--- src/sv/http_request_framer_unit_assert.svh ---
// assertion macros for the http request framer
// included by files that carry concurrent checks; no other dependencies
`ifndef HTTP_REQUEST_FRAMER_UNIT_ASSERT_SVH
`define HTTP_REQUEST_FRAMER_UNIT_ASSERT_SVH
`ifndef ASSERT_OFF
// combinational or overlapped implication, checked out of reset
`define HRF_ASSERT(lbl, clk, rst_n, prop, msg) \
    lbl: assert property (@(posedge clk) disable iff (!rst_n) prop) else $error(msg);
// condition in one cycle implies a property in the next
`define HRF_ASSERT_NEXT(lbl, clk, rst_n, pre, post, msg) \
    lbl: assert property (@(posedge clk) disable iff (!rst_n) (pre) |=> (post)) else $error(msg);
`else
`define HRF_ASSERT(lbl, clk, rst_n, prop, msg)
`define HRF_ASSERT_NEXT(lbl, clk, rst_n, pre, post, msg)
`endif
`endif

--- src/sv/hrf_pkg.sv ---
// shared types, codes and character helpers for the http request framer
// no dependencies
package hrf_pkg;

    localparam int COUNT_BITS_DEF = 32;
    localparam int LEN_W          = 32;
    localparam int HDR_LIM_W      = 21;
    localparam int BODY_LIM_W     = 33;
    localparam int CFG_DATA_W     = 33;

    localparam logic [LEN_W-1:0] LEN_MAX = '1;

    localparam logic [7:0] CHR_LF    = 8'h0A;
    localparam logic [7:0] CHR_COLON = 8'h3A;
    localparam logic [7:0] CHR_PLUS  = 8'h2B;
    localparam logic [7:0] CHR_MINUS = 8'h2D;
    localparam logic [7:0] CHR_0     = 8'h30;
    localparam logic [7:0] CHR_9     = 8'h39;

    localparam logic [3:0]  NAME_LEN     = 4'd14;
    localparam logic [23:0] TERM_CRLFCR  = 24'h0D0A0D;

    localparam logic CFG_MAX_HEADER = 1'b0;
    localparam logic CFG_MAX_BODY   = 1'b1;

    typedef enum logic [1:0] {
        PH_REQLINE,
        PH_HEADERS,
        PH_BODY,
        PH_DONE
    } t_phase;

    typedef enum logic [2:0] {
        LM_LEAD,
        LM_NAME,
        LM_TRAIL,
        LM_SKIP,
        LM_VLEAD,
        LM_VSIGN,
        LM_VDIGIT,
        LM_VTRAIL
    } t_line_mode;

    typedef enum logic [2:0] {
        ST_NEED_MORE,
        ST_COMPLETE,
        ST_HDR_LARGE,
        ST_BODY_LARGE,
        ST_IGNORED
    } t_status;

    typedef struct packed {
        t_line_mode       mode;
        logic [3:0]       name_pos;
        logic [LEN_W-1:0] value;
        logic             found;
        logic             neg;
    } t_line_state;

    typedef struct packed {
        logic    hdr_over;
        t_status status;
    } t_verdict;

    typedef struct packed {
        logic [7:0] data_byte;
        logic       first_byte;
    } t_req_word;

    typedef struct packed {
        t_status          status;
        logic [LEN_W-1:0] header_length;
        logic [LEN_W-1:0] content_length;
    } t_res_word;

    function automatic logic is_ws(input logic [7:0] c);
        return (c == 8'h20) || (c >= 8'h09 && c <= 8'h0D) || (c == 8'h85) || (c == 8'hA0);
    endfunction

    function automatic logic [7:0] to_lower(input logic [7:0] c);
        return (c >= 8'h41 && c <= 8'h5A) ? c + 8'h20 : c;
    endfunction

    // lower-case "content-length"
    function automatic logic [7:0] name_char(input logic [3:0] pos);
        logic [7:0] ch;
        case (pos)
            4'd0:    ch = 8'h63;
            4'd1:    ch = 8'h6F;
            4'd2:    ch = 8'h6E;
            4'd3:    ch = 8'h74;
            4'd4:    ch = 8'h65;
            4'd5:    ch = 8'h6E;
            4'd6:    ch = 8'h74;
            4'd7:    ch = 8'h2D;
            4'd8:    ch = 8'h6C;
            4'd9:    ch = 8'h65;
            4'd10:   ch = 8'h6E;
            4'd11:   ch = 8'h67;
            4'd12:   ch = 8'h74;
            4'd13:   ch = 8'h68;
            default: ch = 8'h00;
        endcase
        return ch;
    endfunction

endpackage

--- src/sv/hrf_limit_judge.sv ---
// size limit and completeness check for the header and body counts
// depends on hrf_pkg
module hrf_limit_judge
    import hrf_pkg::*;
#(
    parameter int COUNT_BITS = COUNT_BITS_DEF
) (
    input  logic signed [HDR_LIM_W-1:0]  i_max_header,
    input  logic signed [BODY_LIM_W-1:0] i_max_body,
    input  logic [COUNT_BITS-1:0]        i_header_count,
    input  logic [COUNT_BITS-1:0]        i_body_count,
    input  logic [LEN_W-1:0]             i_content_length,
    output t_verdict                     o_verdict
);

    localparam int JW = (COUNT_BITS > BODY_LIM_W) ? COUNT_BITS : BODY_LIM_W;

    logic [JW-1:0] hc;
    logic [JW-1:0] bc;
    logic [JW-1:0] cl;
    logic [JW-1:0] mh;
    logic [JW-1:0] mb;
    logic          hdr_on;
    logic          body_on;

    assign hc      = JW'(i_header_count);
    assign bc      = JW'(i_body_count);
    assign cl      = JW'(i_content_length);
    assign mh      = JW'(i_max_header[HDR_LIM_W-2:0]);
    assign mb      = JW'(i_max_body[BODY_LIM_W-2:0]);
    // a negative limit switches its check off
    assign hdr_on  = !i_max_header[HDR_LIM_W-1];
    assign body_on = !i_max_body[BODY_LIM_W-1];

    always_comb begin
        o_verdict.hdr_over = hdr_on && (hc > mh);
        if (o_verdict.hdr_over) begin
            o_verdict.status = ST_HDR_LARGE;
        end else if (body_on && ((cl > mb) || (bc > mb))) begin
            o_verdict.status = ST_BODY_LARGE;
        end else if (bc >= cl) begin
            o_verdict.status = ST_COMPLETE;
        end else begin
            o_verdict.status = ST_NEED_MORE;
        end
    end

endmodule

--- config.mk ---
export PLATFORM = sky130hd
export DESIGN_NAME = hrf_limit_judge
export DESIGN_NICKNAME = d
export VERILOG_FILES = /design/src/sv/http_request_framer_unit_assert.svh /design/src/sv/hrf_pkg.sv /design/src/sv/hrf_limit_judge.sv
export SDC_FILE = /design/constraint.sdc
export NUM_CORES = 1
export LEC_CHECK = 0
export BUFFER_PORTS_ARGS = -buffer_cell sky130_fd_sc_hd__buf_2
export CORE_AREA = 2 2 81 83
export DETAILED_ROUTE_END_ITERATION = 10
export DIE_AREA = 0 0 83 85
export PLACE_DENSITY_LB_ADDON = 0.15
export RECOVER_POWER = 100
export SETUP_SLACK_MARGIN = 0.15
export SLEW_MARGIN = 20
export SYNTH_ARGS = -nofsm -noshare
export SYNTH_HDL_FRONTEND = slang
export SYNTH_SLANG_ARGS = --single-unit
--- constraint.sdc ---
create_clock -name vclk -period 3.5
set_input_delay 0.525 -clock vclk [all_inputs]
set_output_delay 0.525 -clock vclk [all_outputs]
set_load 0.02 [all_outputs]
==> impl_results.md, run 1 <==
- First-pass GRT wire length: 12.41 mm
- Layout cell share with drive strength beyond 1: 32.35%
- Non-Filler Cell Area, Final: 3943 µm²
- Total routed wirelength: 7.683 mm
- Buf+Inv Stages, Crit Path: 2
- Most Crowded Layer GR: met2
- Req. time, crit path: 2.97 ns
- Die Span X: 83 µm
- Highest ir drop seen on vdd: 0.00006284 V
- Largest net degree at the start of global routing: 4
- Critical path class: input port to output pin
- Initial core utilization: 46.30%
- Gr ovfl total: 0
- Synth area leader: ha_1
- Initial antenna violation count: 0
- Post-layout net count: 812
- Post-DRT Antenna Nets: 0
- Synth area leaders: ha_1, inv_1, a21oi_1
- Port-buffer cells: 153
- DPL Wire Length: 7.116 mm
- I/O pin count: 154
- Cell variety after synth: 36
- Antenna Cells: 0
- Post-Syn Instances: 388
- Crit Path Max Fanout: 2
- Initial DRT Pass Iterations: 4
- Max Cap Violations: 0
- CP Cell Sequence: buf_4 -> ha_4 -> nand4_1 -> or4_4 -> o21ai_2 -> o22ai_2 -> o41ai_2 -> or3b_4 -> buf_6
- Met2 usage: 38.71%
- Synth-to-layout area growth: 37.24%
- Final period util: 98.53%
- Worst Hold Class: input port to output pin
- GRT Overall Usage: 20.05%
- DRC Markers: 0
- Routability congestion estimate: 0.7975
- YS warnings: 0
- Via/cell ratio: 5.271
- Register area: 0 µm²
- Crit path largest cell delay: 0.62 ns
- Final hold vios: 0
- Count leader, synth: ha_1
- Synth top area share: 50.52%
- Slowest-stage cell, CP: or4_4
- Syn nets: 654
- CLK BUF: 0
- Fin. max-slew vios: 0
- Top delay family on crit path: simple AND/OR/NAND/NOR gates
- Seq/Total Area, Yosys: 0%
- Die height: 85 µm
- Synth top cells by count: ha_1, inv_1, a21oi_1, nand2_1, nand4_1
- Fmax: 290.0 MHz
- Core area: 6205 µm²
- Post-CTS Setup Inserts: 0
- FFs & Latches: 0
- CP arrival: 2.92 ns
- PD cells: 108.4 nW/µm²
- Pleak: 0.002337 µW
- Crit end category: output pin
- Met1 usage: 25.58%
- DR vias: 3273
- Vias in the first global route: 3047
- Unrepaired setup endpoints after global routing: true
- Area after DPL: 3757 µm²
- Met3 usage in global routing: 0.9728%
- Tmin final: 3.449 ns
- Routed wire per std cell: 12.37 µm
- Syn Std Cell Area: 2873 µm²
- Setup TNS: 0 ns
- Die area: 7055 µm²
- Row Count: 29
- Status: completed
- CP Launch Type: input port
- Setup-failing EPs final: 0
- Mean area per synthesized cell: 7.404 µm²
- DRT iter0 DRCs: 93
## final cells by class
| class | count | area (µm²) |
|---|---|---|
| Timing Repair Buffer | 157 | 849.6 |
| Fill cell | 564 | 2262 |
| Multi-Input combinational cell | 298 | 2658 |
| Tap cell | 77 | 96.34 |
| Inverter | 89 | 339.1 |
## report_power, final
part | internal, µW | total [µW] | switching, µW
clock | 0 | 0 | 0
sequential | 0 | 0 | 0
combinational | 214 | 427 | 213
total | 214 | 427 | 213
## tightest hold or removal path, cell delays in order
cell,delay (ns)
buf_2,0.08
inv_1,0.04
o41ai_2,0.06
a211oi_1,0.07
clkbuf_1,0.17
## kinds of logic (layout without fill, tap and decap cells)
family / count (synthesis) / after routing / share of synthesized area [%]
other cells: 1 / 1 / 0.1305
simple gates: 87 / 87 / 16.86
compound gates: 94 / 94 / 20.60
fa+ha+maj: 116 / 116 / 50.52
buf+inv: 90 / 246 / 11.89
## per-stage QoR
stage	utilization, %	setup slack [ns]	hold slack [ns]	power (µW)	instances
final	63.54	0.05148	1.472	427.3	621
after floorplan	-	0.4537	1.265	237.0	388
after global routing	63.54	-0.009627	1.486	495.7	621
after CTS	61.54	0.09477	1.460	413.0	621
after global placement	60.56	0.08769	1.458	394.1	621
after detailed placement	60.56	0.01424	1.459	403.4	621
## placed cells by master (no fill, tap or decap), types with 3 or more instances in the layout
master    count
a211oi_1      4
a21o_1        6
a21oi_1      39
a221oi_1      6
and4_1        6
buf_2       142
buf_4         5
buf_6         7
ha_1        108
ha_4          8
inv_1        84
inv_2         4
nand2_1      21
nand2b_1      3
nand3_1      12
nand4_1      18
nor2_1        8
nor2b_1       3
nor3_1        3
nor4_1        3
o211ai_1      4
o21ai_0      16
## repair_timing
action | 4_1_cts | 5_1_grt
gates resized for setup | 10 | 28
hold buffers | 0 | 0
pin swaps | 5 | 10
endpoints found under the setup margin | 1 | 1
## per-layer routing
metal	share of wire, %	routed length, µm	vias up
met4	1.1	83	0
met2	52	3974	77
met1	43	3303	1457
met3	4.2	320	8
li1	-	-	1731
met5	0	0	-
## worst paths after layout
check             depth (start not counted)  slack [ns]           end            start
setup / recovery                          9        0.05  o_verdict[1]  i_body_count[9]
hold / removal                            5        1.47  o_verdict[0]   i_max_body[32]
(Power assumes the default switching activity.)
==> run 2, diff against run 1 <==
GPL_TIMING_DRIVEN = 0   (was unset)
PLACE_DENSITY_LB_ADDON = 0.2   (was 0.15)
==> run 2 against run 1 <==
  * Hold slack better by 0.074 ns
  * Design area is 4.6% higher
  * Combinational power is 6.8% higher
  * Cell count is 0.97% higher
  * Critical path depth stayed put
  * Sequential share of layout area stayed put
  * Utilization is 2.9 points higher
  * Maximum frequency is 2.2% higher
  * Worst setup slack better by 0.074 ns
  * Critical path type unchanged
  * Largest power group unchanged
==> impl_results.md, run 2 (same netlist as run 1, synthesis figures left out) <==
- Highest ir drop seen on vdd: 0.00006828 V (+8.7%)
- Slowest-stage cell, CP: or4_4
- Final period util: 96.40% (-2.1 points)
- I/O pin count: 154 (unchanged)
- Max Cap Violations: 0 (unchanged)
- Total power: 456.2 µW (+6.8%)
- Layout cell share with drive strength beyond 1: 35.45% (+3.1 points)
- DRT iter0 DRCs: 90 (-3.2%)
- Commonest non-fill, non-tap cell in the layout: buf_2
- FFs & Latches: 0 (unchanged)
- Gr ovfl total: 0 (unchanged)
- Crit end category: output pin
- CP Launch Type: input port
- Initial core utilization: 46.30% (unchanged)
- Fin. max-slew vios: 0 (unchanged)
- CP Cell Sequence: buf_6 -> ha_4 -> nand4_1 -> or4_4 -> nor2_4 -> o22ai_2 -> o41ai_2 -> or3b_4 -> buf_6
- First-pass GRT wire length: 13.24 mm (+6.7%)
- DR vias: 3305 (+0.98%)
- Total routed wirelength: 8.178 mm (+6.4%)
- Worst Hold Class: input port to output pin
- Routability congestion estimate: 0.8121 (+1.8%)
- Non-Filler Cell Area, Final: 4123 µm² (+4.6%)
- Area after DPL: 3735 µm² (-0.60%)
- Fill count: 535 (-5.1%)
- Worst Slack Setup Final: 0.1258 ns (+0.07435 ns)
- Initial antenna violation count: 0 (unchanged)
- DRC Markers: 0 (unchanged)
- CP arrival: 2.85 ns (-0.07 ns)
- Port-buffer cells: 153 (unchanged)
- Footprint of the multi-input gates: 2733 µm² (+2.8%)
- Routed wire per std cell: 13.04 µm (+5.4%)
- CLK BUF: 0 (unchanged)
- Core area: 6205 µm² (unchanged)
- Post-DRT Antenna Nets: 0 (unchanged)
- Via/cell ratio: 5.271 (about the same)
- GRT Overall Usage: 21.52% (+1.5 points)
- Top cell by count, worst path: buf_6
- Register area: 0 µm² (unchanged)
- Setup-failing EPs final: 0 (unchanged)
- Post-layout net count: 818 (+0.74%)
- Setup TNS: 0 ns (unchanged)
- Row Count: 29 (unchanged)
- Req. time, crit path: 2.97 ns (about the same)
- Die Span X: 83 µm (unchanged)
- Post-CTS Hold Buffers: 0 (unchanged)
- Critical path class: input port to output pin
- Synth-to-layout area growth: 43.51%
- Final hold vios: 0 (unchanged)
- DPL Wire Length: 7.145 mm (+0.40%)
- Vias in the first global route: 3230 (+6.0%)
- Crit path largest cell delay: 0.60 ns (-0.02 ns)
- Unrepaired setup endpoints after global routing: true
- Tmin final: 3.374 ns (-0.07435 ns)
- Antenna Cells: 0 (unchanged)
- Die area: 7055 µm² (unchanged)
- PD cells: 110.7 nW/µm² (+2.1%)
- Pleak: 0.002395 µW (+2.5%)
- Crit Path Max Fanout: 2 (unchanged)
- Initial DRT Pass Iterations: 4 (unchanged)
- Status: completed
- Fmax: 296.4 MHz (+2.2%)
- Die height: 85 µm (unchanged)
- Largest net degree at the start of global routing: 5 (+1)
- Dpl ws: -0.02206 ns (-0.03630 ns)
- Commonest cells after routing, fill and taps aside: buf_2, ha_1, inv_1
- Hold_ws: 1.546 ns (+0.07404 ns)
## run 2: cell types whose count changed in the layout (fill, tap and decap cells not counted), sizes merged
cell	change
buf	+7
clkbuf	-1
## run 2: final cells by class
type / count / area share [%]
Timing Repair Buffer: 162 / 22.85
Buffer: 1 / 0.1821
Multi-Input combinational cell: 298 / 66.28
Tap cell: 77 / 2.337
Inverter: 89 / 8.346
## run 2: stage by stage
stage | instances | utilization, %
floorplan | 388 | -
global placement | 618 | 60.19
detailed placement | 618 | 60.19
CTS | 624 | 65.19
global route | 627 | 66.44
finish | 627 | 66.44
## run 2: routing by layer
metal / track usage (%) / up-vias / share of wire [%]
met1: 25.41 / 1471 / 43
met3: 0.9728 / 6 / 4.0
met5: 0 / - / 0
met4: 1.788 / 0 / 0.73
li1: - / 1741 / -
met2: 44.06 / 87 / 52
## run 2: worst max-delay path, delay by kind of cell
kind	cells	cell delay, ns
AOI/OAI and AO/OA	2	0.52
adders and majority gates	1	0.26
and+or+nand+nor	4	1.29
buffers and inverters	2	0.24
## run 2: path summary, 6_finish.rpt
check | from | endpoint | slack, ns | cells past startpoint
worst max-delay path | i_body_count[11] | o_verdict[1] | 0.13 | 9
worst min-delay path | i_max_body[32] | o_verdict[0] | 1.55 | 6
## run 2: power breakdown
part,switching [µW],leakage (µW),total [µW],internal (µW)
Combinational,223,0.00240,456,233
Sequential,0,0,0,0
Clock,0,0,0,0
Total,223,0.00240,456,233
## run 2: timing repair
action                                  CTS  global route
gates resized for setup                  54            13
pin swaps                                21             7
buffers inserted                          6             3
endpoints found under the setup margin    1             2
==> run 3, diff against run 2 <==
ABC_AREA = 1   (was unset)
CORE_AREA = 2 2 82 84   (was 2 2 81 83)
DIE_AREA = 0 0 84 86   (was 0 0 83 85)
==> run 3 against run 2 <==
  * Highest routed layer unchanged
  * Sequential cell count is the same
  * Die area grew 2.4%
  * Global-route usage shrank 0.87 points
  * Critical endpoint is now o_verdict[0]
==> impl_results.md, run 3 <==
- Status: completed
- Row Count: 29 (unchanged)
- Die Span X: 84 µm (+1.2%)
- Synth area leaders: ha_1, nand2_1, inv_1
- PD cells: 106.3 nW/µm² (-3.9%)
- I/O pin count: 154 (unchanged)
- Total routed wirelength: 7.483 mm (-8.5%)
- Layout cell share with drive strength beyond 1: 25.79% (-9.7 points)
- Final period util: 79.44% (-17 points)
- First-pass GRT wire length: 13.01 mm (-1.7%)
- Post-CTS Setup Inserts: 0 (-6)
- Crit end category: output pin
- Tmin final: 2.780 ns (-0.5937 ns)
- Crit Path Max Fanout: 2 (unchanged)
- GRT Overall Usage: 20.65% (-0.87 points)
- Syn nets: 745 (+14%)
- Via/cell ratio: 4.745 (-10%)
- Die height: 86 µm (+1.2%)
- Critical path class: input port to output pin
- Largest net degree at the start of global routing: 4 (-1)
- Commonest non-fill, non-tap cell in the layout: buf_2
- Synth top cells by count: ha_1, nand2_1, inv_1, a21oi_1, nor2_1
- Register area: 0 µm² (unchanged)
- CP arrival: 2.26 ns (-0.59 ns)
- Initial antenna violation count: 0 (unchanged)
- YS warnings: 0 (unchanged)
- Post-layout net count: 900 (+10%)
- Req. time, crit path: 2.97 ns (about the same)
- FFs & Latches: 0 (unchanged)
- Initial core utilization: 48.55% (+2.3 points)
- Core area: 6277 µm² (+1.2%)
- Syn Std Cell Area: 3048 µm² (+6.1%)
- Setup-failing EPs final: 0 (unchanged)
- Sink of the worst hold path: o_verdict[3]
- DRT iter0 DRCs: 72 (-20%)
- Antenna Cells: 0 (unchanged)
- DPL Wire Length: 7.189 mm (+0.62%)
- Post-DRT Antenna Nets: 0 (unchanged)
- Post-Syn Instances: 479 (+23%)
- Synth area leader: ha_1
- Gr ovfl total: 0 (unchanged)
- Area after DPL: 3910 µm² (+4.7%)
- Initial DRT Pass Iterations: 4 (unchanged)
- DRC Markers: 0 (unchanged)
- Worst hold stages: 4 (-2)
- Cell variety after synth: 29 (-19%)
- Fmax: 359.7 MHz (+21%)
- Hold Crit Start: i_max_header[20]
- CP Launch Type: input port
- Port-buffer cells: 153 (unchanged)
- Synth top area share: 47.62% (-2.9 points)
- Highest ir drop seen on vdd: 0.00005934 V (-13%)
- Mean area per synthesized cell: 6.363 µm² (-14%)
- Vias in the first global route: 3333 (+3.2%)
- Post-CTS Hold Buffers: 0 (unchanged)
- Resize count post-CTS: 0 (-100%)
- Synth-to-layout area growth: 28.00%
- Seq/Total Area, Yosys: 0% (unchanged)
- Die area: 7224 µm² (+2.4%)
- Max Cap Violations: 0 (unchanged)
- Final hold vios: 0 (unchanged)
- Fill count: 623 (+16%)
- Count leader, synth: ha_1
- Routability congestion estimate: 0.8364 (+3.0%)
- Commonest cells after routing, fill and taps aside: buf_2, ha_1, nand2_1
- Non-Filler Cell Area, Final: 3901 µm² (-5.4%)
- Critical Path Start: i_max_body[31]
- Unrepaired setup endpoints after global routing: false
- Setup TNS: 0 ns (unchanged)
- Fin. max-slew vios: 0 (unchanged)
- CLK BUF: 0 (unchanged)
- Footprint of the multi-input gates: 2633 µm² (-3.7%)
- Pleak: 0.002584 µW (+7.9%)
- DR vias: 3364 (+1.8%)
- Routed wire per std cell: 10.55 µm (-19%)
- Worst Hold Class: input port to output pin
-- run 3: cell count changes after synthesis, sizes merged, moves of 3 or more --
cell,change
a211oi,-3
a21o,-3
a21oi,+14
a221oi,-6
and4,-6
inv,+18
nand2,+92
nand3,-4
nand4,-12
nor2,+28
nor2b,-3
o211ai,-3
o21ai,-4
or4,-3
-- run 3: stage by stage --
| stage | utilization, % | cells | hold WS, ns | total power [µW] | setup WS (ns) |
|---|---|---|---|---|---|
| 2_1_floorplan | - | 479 | 1.204 | 258.7 | 1.122 |
| 3_3_place_gp | 62.29 | 709 | 1.435 | 402.8 | 0.9162 |
| 3_5_place_dp | 62.29 | 709 | 1.436 | 417.6 | 0.8919 |
| 4_1_cts | 62.29 | 709 | 1.441 | 421.0 | 0.8863 |
| 5_1_grt | 62.15 | 709 | 1.476 | 491.5 | 0.4110 |
| 6_report | 62.15 | 709 | 1.452 | 414.8 | 0.7195 |
-- run 3: how the worst max path moves through the flow --
stage	endpoint	slack [ns]
finish	o_verdict[0]	0.72
global route	o_verdict[0]	0.41
CTS	o_verdict[0]	0.89
detailed placement	o_verdict[0]	0.89
global placement	o_verdict[0]	0.92
floorplan	o_verdict[1]	1.12
-- run 3: per-layer routing --
layer | share of wire, % | wire, µm | up-vias | global-route usage, %
met4 | 0.51 | 38 | 0 | 1.173
met3 | 4.3 | 319 | 4 | 0.8662
li1 | - | - | 1873 | -
met1 | 45 | 3368 | 1411 | 25.50
met2 | 50 | 3756 | 76 | 41.24
met5 | 0 | 0 | - | 0
-- run 3: worst max-delay path: stages --
cell and delay, ns:
buf_2 0.07, inv_1 0.04, ha_1 0.29, nand2_1 0.08, nor2_2 0.13, nand2_1 0.09
nor4_1 0.31, nand2_1 0.10, nand2_1 0.07, nand2_1 0.04, nand2_1 0.05, nand2_1 0.07
a21oi_2 0.11, clkbuf_1 0.27
-- run 3: cell type report --
class,instances,area share (%)
buffer,1,0.1924
tap,77,2.470
multi-input combinational,371,67.48
inverter,107,10.30
timing repair buffer,153,19.56
-- run 3: power breakdown --
group | internal, µW | switching [µW] | total, µW
registers | 0 | 0 | 0
clock network | 0 | 0 | 0
logic | 194 | 221 | 415
total | 194 | 221 | 415
-- run 3: logic make-up after synthesis --
logic type	count (synthesis)	share of synthesized area (%)
simple gates	178	25.08
other cells	1	0.1230
fa+ha+maj	116	47.62
compound gates	76	13.75
buf+inv	108	13.42
