`src/sv/http_request_framer_unit_assert.svh`:
```
// assertion macros for the http request framer
// included by files that carry concurrent checks; no other dependencies
`ifndef HTTP_REQUEST_FRAMER_UNIT_ASSERT_SVH
`define HTTP_REQUEST_FRAMER_UNIT_ASSERT_SVH
`ifndef ASSERT_OFF
// combinational or overlapped implication, checked out of reset
`define HRF_ASSERT(lbl, clk, rst_n, prop, msg) \
    lbl: assert property (@(posedge clk) disable iff (!rst_n) prop) else $error(msg);
// condition in one cycle implies a property in the next
`define HRF_ASSERT_NEXT(lbl, clk, rst_n, pre, post, msg) \
    lbl: assert property (@(posedge clk) disable iff (!rst_n) (pre) |=> (post)) else $error(msg);
`else
`define HRF_ASSERT(lbl, clk, rst_n, prop, msg)
`define HRF_ASSERT_NEXT(lbl, clk, rst_n, pre, post, msg)
`endif
`endif

```
`src/sv/hrf_pkg.sv`:
```
// shared types, codes and character helpers for the http request framer
// no dependencies
package hrf_pkg;

    localparam int COUNT_BITS_DEF = 32;
    localparam int LEN_W          = 32;
    localparam int HDR_LIM_W      = 21;
    localparam int BODY_LIM_W     = 33;
    localparam int CFG_DATA_W     = 33;

    localparam logic [LEN_W-1:0] LEN_MAX = '1;

    localparam logic [7:0] CHR_LF    = 8'h0A;
    localparam logic [7:0] CHR_COLON = 8'h3A;
    localparam logic [7:0] CHR_PLUS  = 8'h2B;
    localparam logic [7:0] CHR_MINUS = 8'h2D;
    localparam logic [7:0] CHR_0     = 8'h30;
    localparam logic [7:0] CHR_9     = 8'h39;

    localparam logic [3:0]  NAME_LEN     = 4'd14;
    localparam logic [23:0] TERM_CRLFCR  = 24'h0D0A0D;

    localparam logic CFG_MAX_HEADER = 1'b0;
    localparam logic CFG_MAX_BODY   = 1'b1;

    typedef enum logic [1:0] {
        PH_REQLINE,
        PH_HEADERS,
        PH_BODY,
        PH_DONE
    } t_phase;

    typedef enum logic [2:0] {
        LM_LEAD,
        LM_NAME,
        LM_TRAIL,
        LM_SKIP,
        LM_VLEAD,
        LM_VSIGN,
        LM_VDIGIT,
        LM_VTRAIL
    } t_line_mode;

    typedef enum logic [2:0] {
        ST_NEED_MORE,
        ST_COMPLETE,
        ST_HDR_LARGE,
        ST_BODY_LARGE,
        ST_IGNORED
    } t_status;

    typedef struct packed {
        t_line_mode       mode;
        logic [3:0]       name_pos;
        logic [LEN_W-1:0] value;
        logic             found;
        logic             neg;
    } t_line_state;

    typedef struct packed {
        logic    hdr_over;
        t_status status;
    } t_verdict;

    typedef struct packed {
        logic [7:0] data_byte;
        logic       first_byte;
    } t_req_word;

    typedef struct packed {
        t_status          status;
        logic [LEN_W-1:0] header_length;
        logic [LEN_W-1:0] content_length;
    } t_res_word;

    function automatic logic is_ws(input logic [7:0] c);
        return (c == 8'h20) || (c >= 8'h09 && c <= 8'h0D) || (c == 8'h85) || (c == 8'hA0);
    endfunction

    function automatic logic [7:0] to_lower(input logic [7:0] c);
        return (c >= 8'h41 && c <= 8'h5A) ? c + 8'h20 : c;
    endfunction

    // lower-case "content-length"
    function automatic logic [7:0] name_char(input logic [3:0] pos);
        logic [7:0] ch;
        case (pos)
            4'd0:    ch = 8'h63;
            4'd1:    ch = 8'h6F;
            4'd2:    ch = 8'h6E;
            4'd3:    ch = 8'h74;
            4'd4:    ch = 8'h65;
            4'd5:    ch = 8'h6E;
            4'd6:    ch = 8'h74;
            4'd7:    ch = 8'h2D;
            4'd8:    ch = 8'h6C;
            4'd9:    ch = 8'h65;
            4'd10:   ch = 8'h6E;
            4'd11:   ch = 8'h67;
            4'd12:   ch = 8'h74;
            4'd13:   ch = 8'h68;
            default: ch = 8'h00;
        endcase
        return ch;
    endfunction

endpackage

```
`src/sv/hrf_line_parser.sv`:
```
// content-length header line scanner: next line state for one header byte
// depends on hrf_pkg
module hrf_line_parser
    import hrf_pkg::*;
(
    input  logic [7:0]  i_byte,
    input  t_line_state i_state,
    output t_line_state o_state
);

    logic [LEN_W+3:0] prod;
    logic [7:0]       digit;
    logic             is_digit;
    logic             ws;
    logic [7:0]       lc;

    assign digit    = i_byte - CHR_0;
    assign is_digit = (i_byte >= CHR_0) && (i_byte <= CHR_9);
    assign ws       = is_ws(i_byte);
    assign lc       = to_lower(i_byte);
    // value * 10 + digit, at most 36 bits
    assign prod = ({4'b0, i_state.value} << 3) + ({4'b0, i_state.value} << 1)
                + (LEN_W+4)'(digit[3:0]);

    always_comb begin
        o_state = i_state;
        if (i_byte == CHR_LF) begin
            if (i_state.mode == LM_VDIGIT || i_state.mode == LM_VTRAIL) begin
                o_state.found = 1'b1;
                o_state.value = i_state.neg ? '0 : i_state.value;
            end else if (i_state.mode == LM_VLEAD || i_state.mode == LM_VSIGN) begin
                o_state.found = 1'b1;
                o_state.value = '0;
            end
            o_state.mode     = LM_LEAD;
            o_state.name_pos = '0;
        end else if (!i_state.found) begin
            case (i_state.mode)
                LM_LEAD: begin
                    if (!ws) begin
                        if (lc == name_char(4'd0)) begin
                            o_state.mode     = LM_NAME;
                            o_state.name_pos = 4'd1;
                        end else begin
                            o_state.mode = LM_SKIP;
                        end
                    end
                end
                LM_NAME: begin
                    if (i_state.name_pos < NAME_LEN && lc == name_char(i_state.name_pos)) begin
                        o_state.name_pos = i_state.name_pos + 4'd1;
                    end else if (i_state.name_pos >= NAME_LEN && ws) begin
                        o_state.mode = LM_TRAIL;
                    end else if (i_state.name_pos >= NAME_LEN && i_byte == CHR_COLON) begin
                        o_state.mode  = LM_VLEAD;
                        o_state.value = '0;
                    end else begin
                        o_state.mode = LM_SKIP;
                    end
                end
                LM_TRAIL: begin
                    if (i_byte == CHR_COLON) begin
                        o_state.mode  = LM_VLEAD;
                        o_state.value = '0;
                    end else if (!ws) begin
                        o_state.mode = LM_SKIP;
                    end
                end
                LM_VLEAD, LM_VSIGN, LM_VDIGIT: begin
                    if (is_digit) begin
                        if (prod > (LEN_W+4)'(LEN_MAX)) begin
                            // over range counts as zero
                            o_state.found = 1'b1;
                            o_state.value = '0;
                            o_state.mode  = LM_SKIP;
                        end else begin
                            o_state.value = prod[LEN_W-1:0];
                            o_state.mode  = LM_VDIGIT;
                        end
                    end else if (i_state.mode == LM_VLEAD && ws) begin
                        o_state.mode = LM_VLEAD;
                    end else if (i_state.mode == LM_VLEAD &&
                                 (i_byte == CHR_PLUS || i_byte == CHR_MINUS)) begin
                        if (i_byte == CHR_MINUS) begin
                            o_state.neg = 1'b1;
                        end
                        o_state.mode = LM_VSIGN;
                    end else if (i_state.mode == LM_VDIGIT && ws) begin
                        o_state.mode = LM_VTRAIL;
                    end else begin
                        o_state.found = 1'b1;
                        o_state.value = '0;
                        o_state.mode  = LM_SKIP;
                    end
                end
                LM_VTRAIL: begin
                    if (!ws) begin
                        o_state.found = 1'b1;
                        o_state.value = '0;
                        o_state.mode  = LM_SKIP;
                    end
                end
                default: begin
                    o_state.mode = i_state.mode;
                end
            endcase
        end
    end

endmodule

```
`config.mk`:
```
export PLATFORM = sky130hd
export DESIGN_NAME = hrf_line_parser
export DESIGN_NICKNAME = d
export VERILOG_FILES = /design/src/sv/http_request_framer_unit_assert.svh /design/src/sv/hrf_pkg.sv /design/src/sv/hrf_line_parser.sv
export SDC_FILE = /design/constraint.sdc
export NUM_CORES = 1
export LEC_CHECK = 0
export BUFFER_PORTS_ARGS = -buffer_cell sky130_fd_sc_hd__buf_2
export CORE_ASPECT_RATIO = 1.5
export CORE_MARGIN = 10
export CORE_UTILIZATION = 30
export DETAILED_ROUTE_END_ITERATION = 6
export SLEW_MARGIN = 15
export SYNTH_ARGS = -nofsm -noshare
export SYNTH_HDL_FRONTEND = slang
export SYNTH_SLANG_ARGS = --single-unit
```
`constraint.sdc`:
```
create_clock -name vclk -period 3.9
set_clock_uncertainty 0.15 [all_clocks]
set_input_delay 0.195 -clock vclk [all_inputs]
set_output_delay 0.195 -clock vclk [all_outputs]
set_load 0.02 [all_outputs]
```
==> metrics, run 1 <==
area grow syn2layout 38.8%; Layout Nets 707; Overflow after GRT 0; first drt pass iteration count 4; worst min-delay path category in2out; max cap viols 0; io pins 90; layout cells sized above 1 32.4%; top cells by area, synth ha_1 25%, a22o_1 7.5%, a21oi_1 7.3%, xor2_1 4.4%, xnor2_1 4.1%; failing checks negative setup slack; die width 110 um; first-pass GRT wire length 20.6 mm; final worst setup slack -0.0346 ns; GP Congestion 0.882; Leakage 2.32 nW; antenna fix cells 0; leading area contributor after synthesis ha_1; drt wl/cell 16.9 um; worst vdd rail ir drop 0.0756 mV; Post-Synthesis Cells 487; Post-Layout Cell Count 736; Initial Util 30.4%; CP max stage delay 0.55 ns; vias after detailed routing 4137; Core Util, Final 42.2%; die area 16900 um2; master of the slowest instance on the critical path fa_1; port bufs 90; Die H 154 um; post-layout min period 3.93 ns; vias per inst 5.62; Final Power 0.000848 W; CP required 3.56 ns; initial antenna violation count 1; most frequent cell after synthesis ha_1; Worst slew margin 46.9%; Synth top area share 24.6%; post-route clock period utilization 101%; delay-heaviest family, CP compound AO/OA/AOI/OAI gates; Reg area 0 um2; final hold vios 0; Synth top cells by count 71 x ha_1, 53 x a21oi_1, 35 x nand2_1; # clk buffers 0; Core Region 11900 um2; placed cell count 724; Worst setup EP type primary output; hpwl dp 9.93 mm; Synth Net Count 609; Worst-Margin Slew 0.790 ns; Worst Path Class, Setup in2out; setup violators final 23; worst slack, placed -0.181 ns; seq_cells 0; post-synthesis sequential area ratio 0%; critical path, cell by cell buf_8 -> inv_4 -> fa_1 -> inv_2 -> fa_2 -> a211o_1 -> a211oi_4 -> o31a_2 -> o31ai_4 -> a211oi_2 -> o21ai_2 -> xnor2_2 -> and4b_2 -> buf_12 -> buf_16 -> a22o_4 -> buf_6; Post-DRT Antenna Nets 0; Yosys warning total 0; Buf+Inv Stages, Crit Path 6; crit-path max FO 7; RSZ-0062 raised after global routing true; P per Cell Area 169 nW/um2; Slew Viols, Final 0; kind of start point of the critical path input port; Overall Global Routing Usage 14.3%; post-synth cell types 73; timing-limited maximum frequency 0.254 GHz; Iteration-0 DRC Markers 180; Cell Rows 49; DR DRC count 0; Cell Area, Synth 3610 um2; Critical Path AT 3.59 ns; largest net degree at the start of global routing 22; Avg Inst Size Synth 7.41 um2; vias in the first global route 4338; outcome finished with violations; drt total wl 12.5 mm
[routing by layer]
| layer | wire length (um) | vias up | GRT usage, % |
|---|---|---|---|
| li1 | - | 2088 | - |
| met1 | 4620 | 1934 | 14.9 |
| met2 | 6990 | 97 | 29.1 |
| met3 | 647 | 16 | 2.00 |
| met4 | 198 | 2 | 1.99 |
| met5 | 7 | - | 0 |
[where the power goes]
part           total, W  switching (W)  leakage [nW]  internal, W
Combinational  0.000848       0.000463          2.32     0.000385
Clock                 0              0             0            0
Sequential            0              0             0            0
[repair_timing]
item                       CTS  global route
resized for setup           59            26
hold buffers                 0             0
pin swaps                   10             9
gates cloned                 3             0
setup endpoints to repair   34            35
setup buffers                9             1
[worst paths after layout]
check	start	endpoint	slack (ns)	depth (start not counted)
worst max-delay path	i_byte[3]	o_state[31]	-0.03	17
worst min-delay path	i_state[25]	o_state[25]	0.58	3
[cell type report]
type | count | area (um2)
Tap cell | 153 | 191
Fill cell | 1227 | 6880
Timing Repair Buffer | 126 | 1040
Inverter | 21 | 81.3
Multi-Input combinational cell | 436 | 3700
[stage by stage]
stage	hold slack (ns)	instance area, um2	TNS, ns
after floorplan	0.376	3910	0
after global placement	0.605	4590	-2.62
after detailed placement	0.602	4590	-5.49
after CTS	0.589	4930	-1.90
after global routing	0.599	5010	-5.41
final	0.584	5010	-0.598
[worst min-delay path, stage by stage]
cell    delay (ns)
buf_2         0.11
a22o_4        0.13
buf_6         0.10
[cell families after synthesis]
kind of cell | share of synthesized area, %
AO/OA/AOI/OAI | 38.3
XOR/XNOR | 9.39
adder cells (fa/ha/maj) | 25.7
buffers and inverters | 7.00
multiplexers | 0.554
AND/OR/NAND/NOR | 19.0
[layout by cell type (no fill, tap or decap), types with 3 or more instances in the layout]
cell type	instances
ha_1	70
buf_2	53
a21oi_1	52
nand2_1	35
buf_6	34
buf_4	32
a22o_4	31
nor2_1	22
o21ai_0	21
inv_1	18
xor2_1	18
xnor2_1	17
nand4_1	15
nand3_1	15
a21o_1	12
nor4_1	9
a211oi_1	8
o211ai_1	6
and2_1	5
or3_1	5
nor2b_1	5
nand2b_1	4
o21ai_1	4
nor3_1	4
a31oi_1	4
o21bai_1	3
and4_1	3
a211o_1	3
o21a_1	3
a21boi_0	3
a21oi_2	3
buf_12	3
Power figures use the tool's default switching activity.
==> inputs of run 2 (changes only) <==
--- a/config.mk
+++ b/config.mk
@@ -5,6 +5,7 @@
 export SDC_FILE = /design/constraint.sdc
 export NUM_CORES = 1
 export LEC_CHECK = 0
+export ABC_AREA = 1
 export BUFFER_PORTS_ARGS = -buffer_cell sky130_fd_sc_hd__buf_2
 export CORE_ASPECT_RATIO = 1.5
 export CORE_MARGIN = 10
==> run 2 against run 1 <==
Against the previous run: the run now ends clean; combinational power up 15%; cell count up 100%; non-clock buffer count is 23 lower; sequential share of layout area unchanged; synthesized cell count increased by 140%; wire length is 61% higher; synthesized area increased by 60%; global-route usage is 0.92 points higher; fmax rose by 9.9%; first-iteration DRC count is 100% higher.
==> metrics, run 2 <==
outcome complete, no violations; sequential power share 0% (unchanged); delay-heaviest family, CP simple AND/OR/NAND/NOR gates; # clk buffers 0 (unchanged); Worst Path Class, Setup in2out; Worst Hold Slack 0.608 ns (+0.0239 ns); CP max stage delay 0.54 ns (about the same); first-pass GRT wire length 33.2 mm (+61%); hold path cells 4 (+1); Worst path depth 24 (+7); vias after detailed routing 6936 (+68%); Die H 190 um (+23%); RSZ-0062 raised after global routing false; placed cell count 1480 (+100%); Leakage 3.97 nW (+71%); Layout Nets 1349 (+91%); timing-limited maximum frequency 0.279 GHz (+9.9%); most frequent cell after synthesis nand2_1; post-route clock period utilization 91.8% (-9.1 points); P per Cell Area 149 nW/um2 (-12%); worst min-delay path category in2out; worst vdd rail ir drop 0.0702 mV (-7.1%); master of the slowest instance on the critical path fa_1; setup violators final 0 (-100%); Worst slew margin 50.5% (+3.6 points); P_sw 0.000652 W (+41%); leading area contributor after synthesis nand2_1; Cell Rows 62 (+27%); Comb pwr share 100.0% (about the same); area grow syn2layout 12.3%; Synth top area share 35.6% (+11 points); Total Negative Setup Slacks 0 ns (+0.598 ns); FILL cells 2285 (+86%); Iteration-0 DRC Markers 361 (+100%); vias per inst 4.68 (-17%); port bufs 90 (unchanged); initial antenna violation count 1 (unchanged); Core Region 19100 um2 (+60%); GP Congestion 0.949 (+7.5%); Worst-Margin Slew 0.742 ns (-0.0474 ns); Final Power 0.000973 W (+15%); Post-Synthesis Cells 1151 (+140%); Resized Gates After CTS 0 (-100%); Post-DRT Antenna Nets 0 (unchanged); most frequent cells in the layout 549 x nand2_1, 144 x inv_1, 94 x nor2_1; Post-CTS Setup Inserts 0 (-9); max cap viols 0 (unchanged); most used cell, CP nand2_1; post-synthesis sequential area ratio 0% (unchanged); first drt pass iteration count 4 (unchanged); Synth Net Count 1273 (+110%); io pins 90 (unchanged); die width 133 um (+22%); layout cells sized above 1 16.3% (-16 points); Overflow after GRT 0 (unchanged); Avg Inst Size Synth 5.04 um2 (-32%); crit-path max FO 12 (+5); top cells by area, synth nand2_1 36%, ha_1 15%, inv_1 9.3%, nand3_2 6.4%, nor2_1 6.2%; Cell Area, Synth 5800 um2 (+60%); Overall Global Routing Usage 15.3% (+0.92 points); critical path, cell by cell buf_2 -> inv_1 -> fa_1 -> inv_1 -> fa_2 -> nand3_1 -> nand3_4 -> nand2_1 -> nand2_2 -> nand2_2 -> nand2_2 -> nand2_2 -> nand2_1 -> nand2_2 -> nand2_4 -> nor2_8 -> buf_12 -> nand3_2 -> nand2_1 -> nand2_1 -> nand2_1 -> nand2_1 -> nand2_1 -> buf_2; Reg area 0 um2 (unchanged); largest net degree at the start of global routing 41 (+86%); Pint 0.000321 W (-17%); drt wl/cell 13.5 um (-20%); hpwl dp 17.0 mm (+71%); post-synth cell types 41 (-44%); drt total wl 20.1 mm (+61%); die area 25400 um2 (+50%); commonest non-fill, non-tap cell in the layout nand2_1; final hold vios 0 (unchanged); Post-CTS Hold Buffers 0 (unchanged); DR DRC count 0 (unchanged); Yosys warning total 0 (unchanged); Critical Path AT 3.23 ns (-0.36 ns); post-layout min period 3.58 ns (-0.356 ns); seq_cells 0 (unchanged); vias in the first global route 7004 (+61%); Post-Layout Cell Count 1482 (+100%); Switching Share 67.0% (+12 points); Clk pwr share 0% (unchanged); CP required 3.56 ns (about the same); Buf+Inv Stages, Crit Path 5 (-1); Slew Viols, Final 0 (unchanged); kind of start point of the critical path input port; Worst setup EP type primary output; Core Util, Final 34.1% (-8.0 points); Synth top cells by count 549 x nand2_1, 144 x inv_1, 95 x nor2_1; Initial Util 30.4% (about the same)
run 2: cell types whose count changed in the layout (fill, tap and decap cells not counted), moves of 16 or more:
cell,change
a22o_4,-31
buf_2,+37
buf_4,-24
buf_6,-33
inv_1,+126
inv_2,+21
nand2_1,+514
nand2_2,+22
nand3_1,+25
nand3_2,+35
nor2_1,+72
xor2_1,-16
run 2: logic make-up (layout without fill, tap and decap cells):
logic type,after synthesis,in the layout,share of synthesized area [%]
AOI/OAI and AO/OA,90,90,8.70
xor gates and xnor gates,8,8,1.21
adders and majority gates,73,73,16.0
buffers and inverters,196,270,14.9
other,0,1,0
and+or+nand+nor,784,784,59.2
run 2: final timing paths:
| path | startpoint | slack [ns] | endpoint |
|---|---|---|---|
| setup / recovery | i_byte[3] | 0.32 | o_state[16] |
| hold / removal | i_state[0] | 0.61 | o_state[0] |
run 2: power by group through the flow:
stage | Combinational [W] | Sequential (W) | Clock, W
6_report | 0.000973 | 0 | 0.0000000000343
5_1_grt | 0.00110 | 0 | 0
4_1_cts | 0.000974 | 0 | 0
3_5_place_dp | 0.000969 | 0 | 0
3_3_place_gp | 0.000964 | 0 | 0
2_1_floorplan | 0.000712 | 0 | 0
run 2: tightest hold or removal path: stages:
cell     delay [ns]
buf_2          0.08
inv_1          0.06
nand2_1        0.07
buf_2          0.16
run 2: cell type report:
cell class         count  area (um2)  share of cell area, %
well taps            256         320                   4.92
diodes                 1        2.50                 0.0384
multi-input cells    955        4950                   76.1
inverters            167         627                   9.63
repair buffers       103         607                   9.32
run 2: metal layers:
metal,vias to the layer above,track usage [%],part of all wire [%]
li1,3724,-,-
met1,3042,15.8,40
met2,132,31.1,54
met3,38,1.45,3.0
met4,0,4.37,3.0
met5,-,0,0
run 2: through the flow:
step	cell area, um2	worst slack [ns]
CTS	6470	0.205
detailed placement	6470	0.209
global placement	6470	0.257
global route	6510	0.00727
floorplan	5800	0.795
finish	6510	0.321
==> inputs of run 3 (changes only) <==
==> constraint.sdc (replaced) <==
create_clock -name vclk -period 4.5
set_clock_uncertainty 0.15 [all_clocks]
set_input_delay 0.225 -clock vclk [all_inputs]
set_output_delay 0.225 -clock vclk [all_outputs]
set_load 0.01 [all_outputs]
==> run 3 against run 2 <==
Against the previous run: final area is 1.2% lower; combinational power shrank 16%; cell count fell by 0.27%; critical endpoint is now o_state[12]; hold slack better by 0.044 ns; setup slack better by 0.29 ns.
==> metrics, run 3 (synthesis results as in run 2) <==
largest net degree at the start of global routing 41 (unchanged); Post-CTS Setup Inserts 0 (unchanged); antenna fix cells 0 (-1); worst vdd rail ir drop 0.0410 mV (-42%); Resized Gates After CTS 0 (unchanged); FILL cells 2319 (+1.5%); max cap viols 0 (unchanged); sequential power share 0% (unchanged); vias in the first global route 6976 (-0.40%); Reg area 0 um2 (unchanged); Clk pwr share 0% (unchanged); commonest non-fill, non-tap cell in the layout nand2_1; outcome complete, no violations; kind of start point of the critical path input port; hpwl dp 17.8 mm (+4.6%); worst min-delay path category in2out; Slew Viols, Final 0 (unchanged); first drt pass iteration count 5 (+1); Post-DRT Antenna Nets 0 (unchanged); timing-limited maximum frequency 0.257 GHz; vias after detailed routing 6911 (-0.36%); drt total wl 20.7 mm (+3.0%); final instance area 6430 um2 (-1.2%); io pins 90 (unchanged); die width 133 um (unchanged); P_sw 0.000552 W (-15%); # clk buffers 0 (unchanged); first-pass GRT wire length 34.4 mm (+3.6%); RSZ-0062 raised after global routing false; Worst Path Class, Setup in2out; Core Region 19100 um2 (unchanged); Post-CTS Hold Buffers 0 (unchanged); area of the multi-input gates 4940 um2 (-0.20%); Overall Global Routing Usage 16.1% (+0.81 points); Die H 190 um (unchanged); Comb pwr share 100.0% (about the same); most frequent cells in the layout 549 x nand2_1, 144 x inv_1, 94 x nor2_1; Critical Path AT 3.51 ns (+0.28 ns); DR DRC count 0 (unchanged); Iteration-0 DRC Markers 400 (+11%); Total Negative Setup Slacks 0 ns (unchanged); Worst Hold Slack 0.652 ns (+0.0445 ns); initial antenna violation count 2 (+1); P per Cell Area 127 nW/um2 (-15%); CP required 4.12 ns (+0.56 ns); setup violators final 0 (unchanged); Worst setup EP type primary output; die area 25400 um2 (unchanged); Final Power 0.000815 W (-16%); Post-DP Area 6430 um2 (-0.62%); final worst setup slack 0.616 ns (+0.295 ns); seq_cells 0 (unchanged); Leakage 3.94 nW (-0.75%); Layout Nets 1346 (-0.22%); Worst slew margin 49.9% (-0.53 points); crit-path max FO 16 (+4); Overflow after GRT 0 (unchanged); drt wl/cell 14.0 um (+3.3%); layout cells sized above 1 16.0% (-0.29 points); port bufs 90 (unchanged); worst slack, placed 0.594 ns (+0.385 ns); Switching Share 67.7% (+0.71 points); final hold vios 0 (unchanged); Cell Rows 62 (unchanged); Initial Util 30.4% (unchanged); Pint 0.000263 W (-18%); Worst-Margin Slew 0.750 ns (+0.00792 ns); post-route clock period utilization 86.3%; post-layout min period 3.88 ns; vias per inst 4.68 (about the same); area grow syn2layout 10.9%; GP Congestion 0.982 (+3.5%)
==> run 3: changes by cell type in the layout (fill, tap and decap cells not counted) <==
cell and change:
buf_12 -2, buf_4 +1, buf_6 -1, clkbuf_16 -1, diode_2 -1, fa_1 +1, fa_2 -1, nand3_2 +1
nand3_4 -1, o21ai_0 +1, o21ai_1 -1
==> run 3: power groups by stage <==
stage / Combinational (W) / Clock (W) / Sequential, W
after floorplan: 0.000593 / 0 / 0
after global placement: 0.000811 / 0 / 0
after detailed placement: 0.000815 / 0 / 0
after CTS: 0.000820 / 0 / 0
after global routing: 0.000923 / 0 / 0
final: 0.000815 / 0 / 0
==> run 3: worst paths after layout <==
check | from | to | slack (ns) | cells past startpoint
worst max-delay path | i_byte[3] | o_state[12] | 0.62 | 24
worst min-delay path | i_state[0] | o_state[0] | 0.65 | 4
==> run 3: area by class of cell <==
class              instances  area share [%]
multi-input cells        955            76.9
inverters                167            9.75
repair buffers           100            8.37
well taps                256            4.98
==> run 3: per-stage QoR <==
step,utilization [%],instances
2_1_floorplan,-,1151
3_3_place_gp,33.7,1478
3_5_place_dp,33.7,1478
4_1_cts,33.7,1478
5_1_grt,33.7,1478
6_report,33.7,1478
==> run 3: critical path, stage by stage <==
cell	delay (ns)
buf_2	0.15
inv_1	0.11
fa_1	0.54
inv_1	0.06
fa_1	0.49
nand3_1	0.12
nand3_2	0.13
nand2_2	0.09
nand2_2	0.06
nand2_1	0.07
nand2_2	0.07
nand2_2	0.07
nand2_1	0.05
nand2_1	0.10
nand2_4	0.07
nor2_8	0.31
buf_4	0.29
nand3_2	0.08
nand2_1	0.06
nand2_1	0.04
nand2_1	0.06
nand2_1	0.05
nand2_1	0.06
buf_2	0.13
==> run 3: metal layers <==
layer  wire (um)  share of wire (%)  GRT usage [%]
met4        1010                4.9           6.72
met3         711                3.4           1.19
met2       10900                 53           32.0
met5          12              0.058              0
met1        8010                 39           16.6
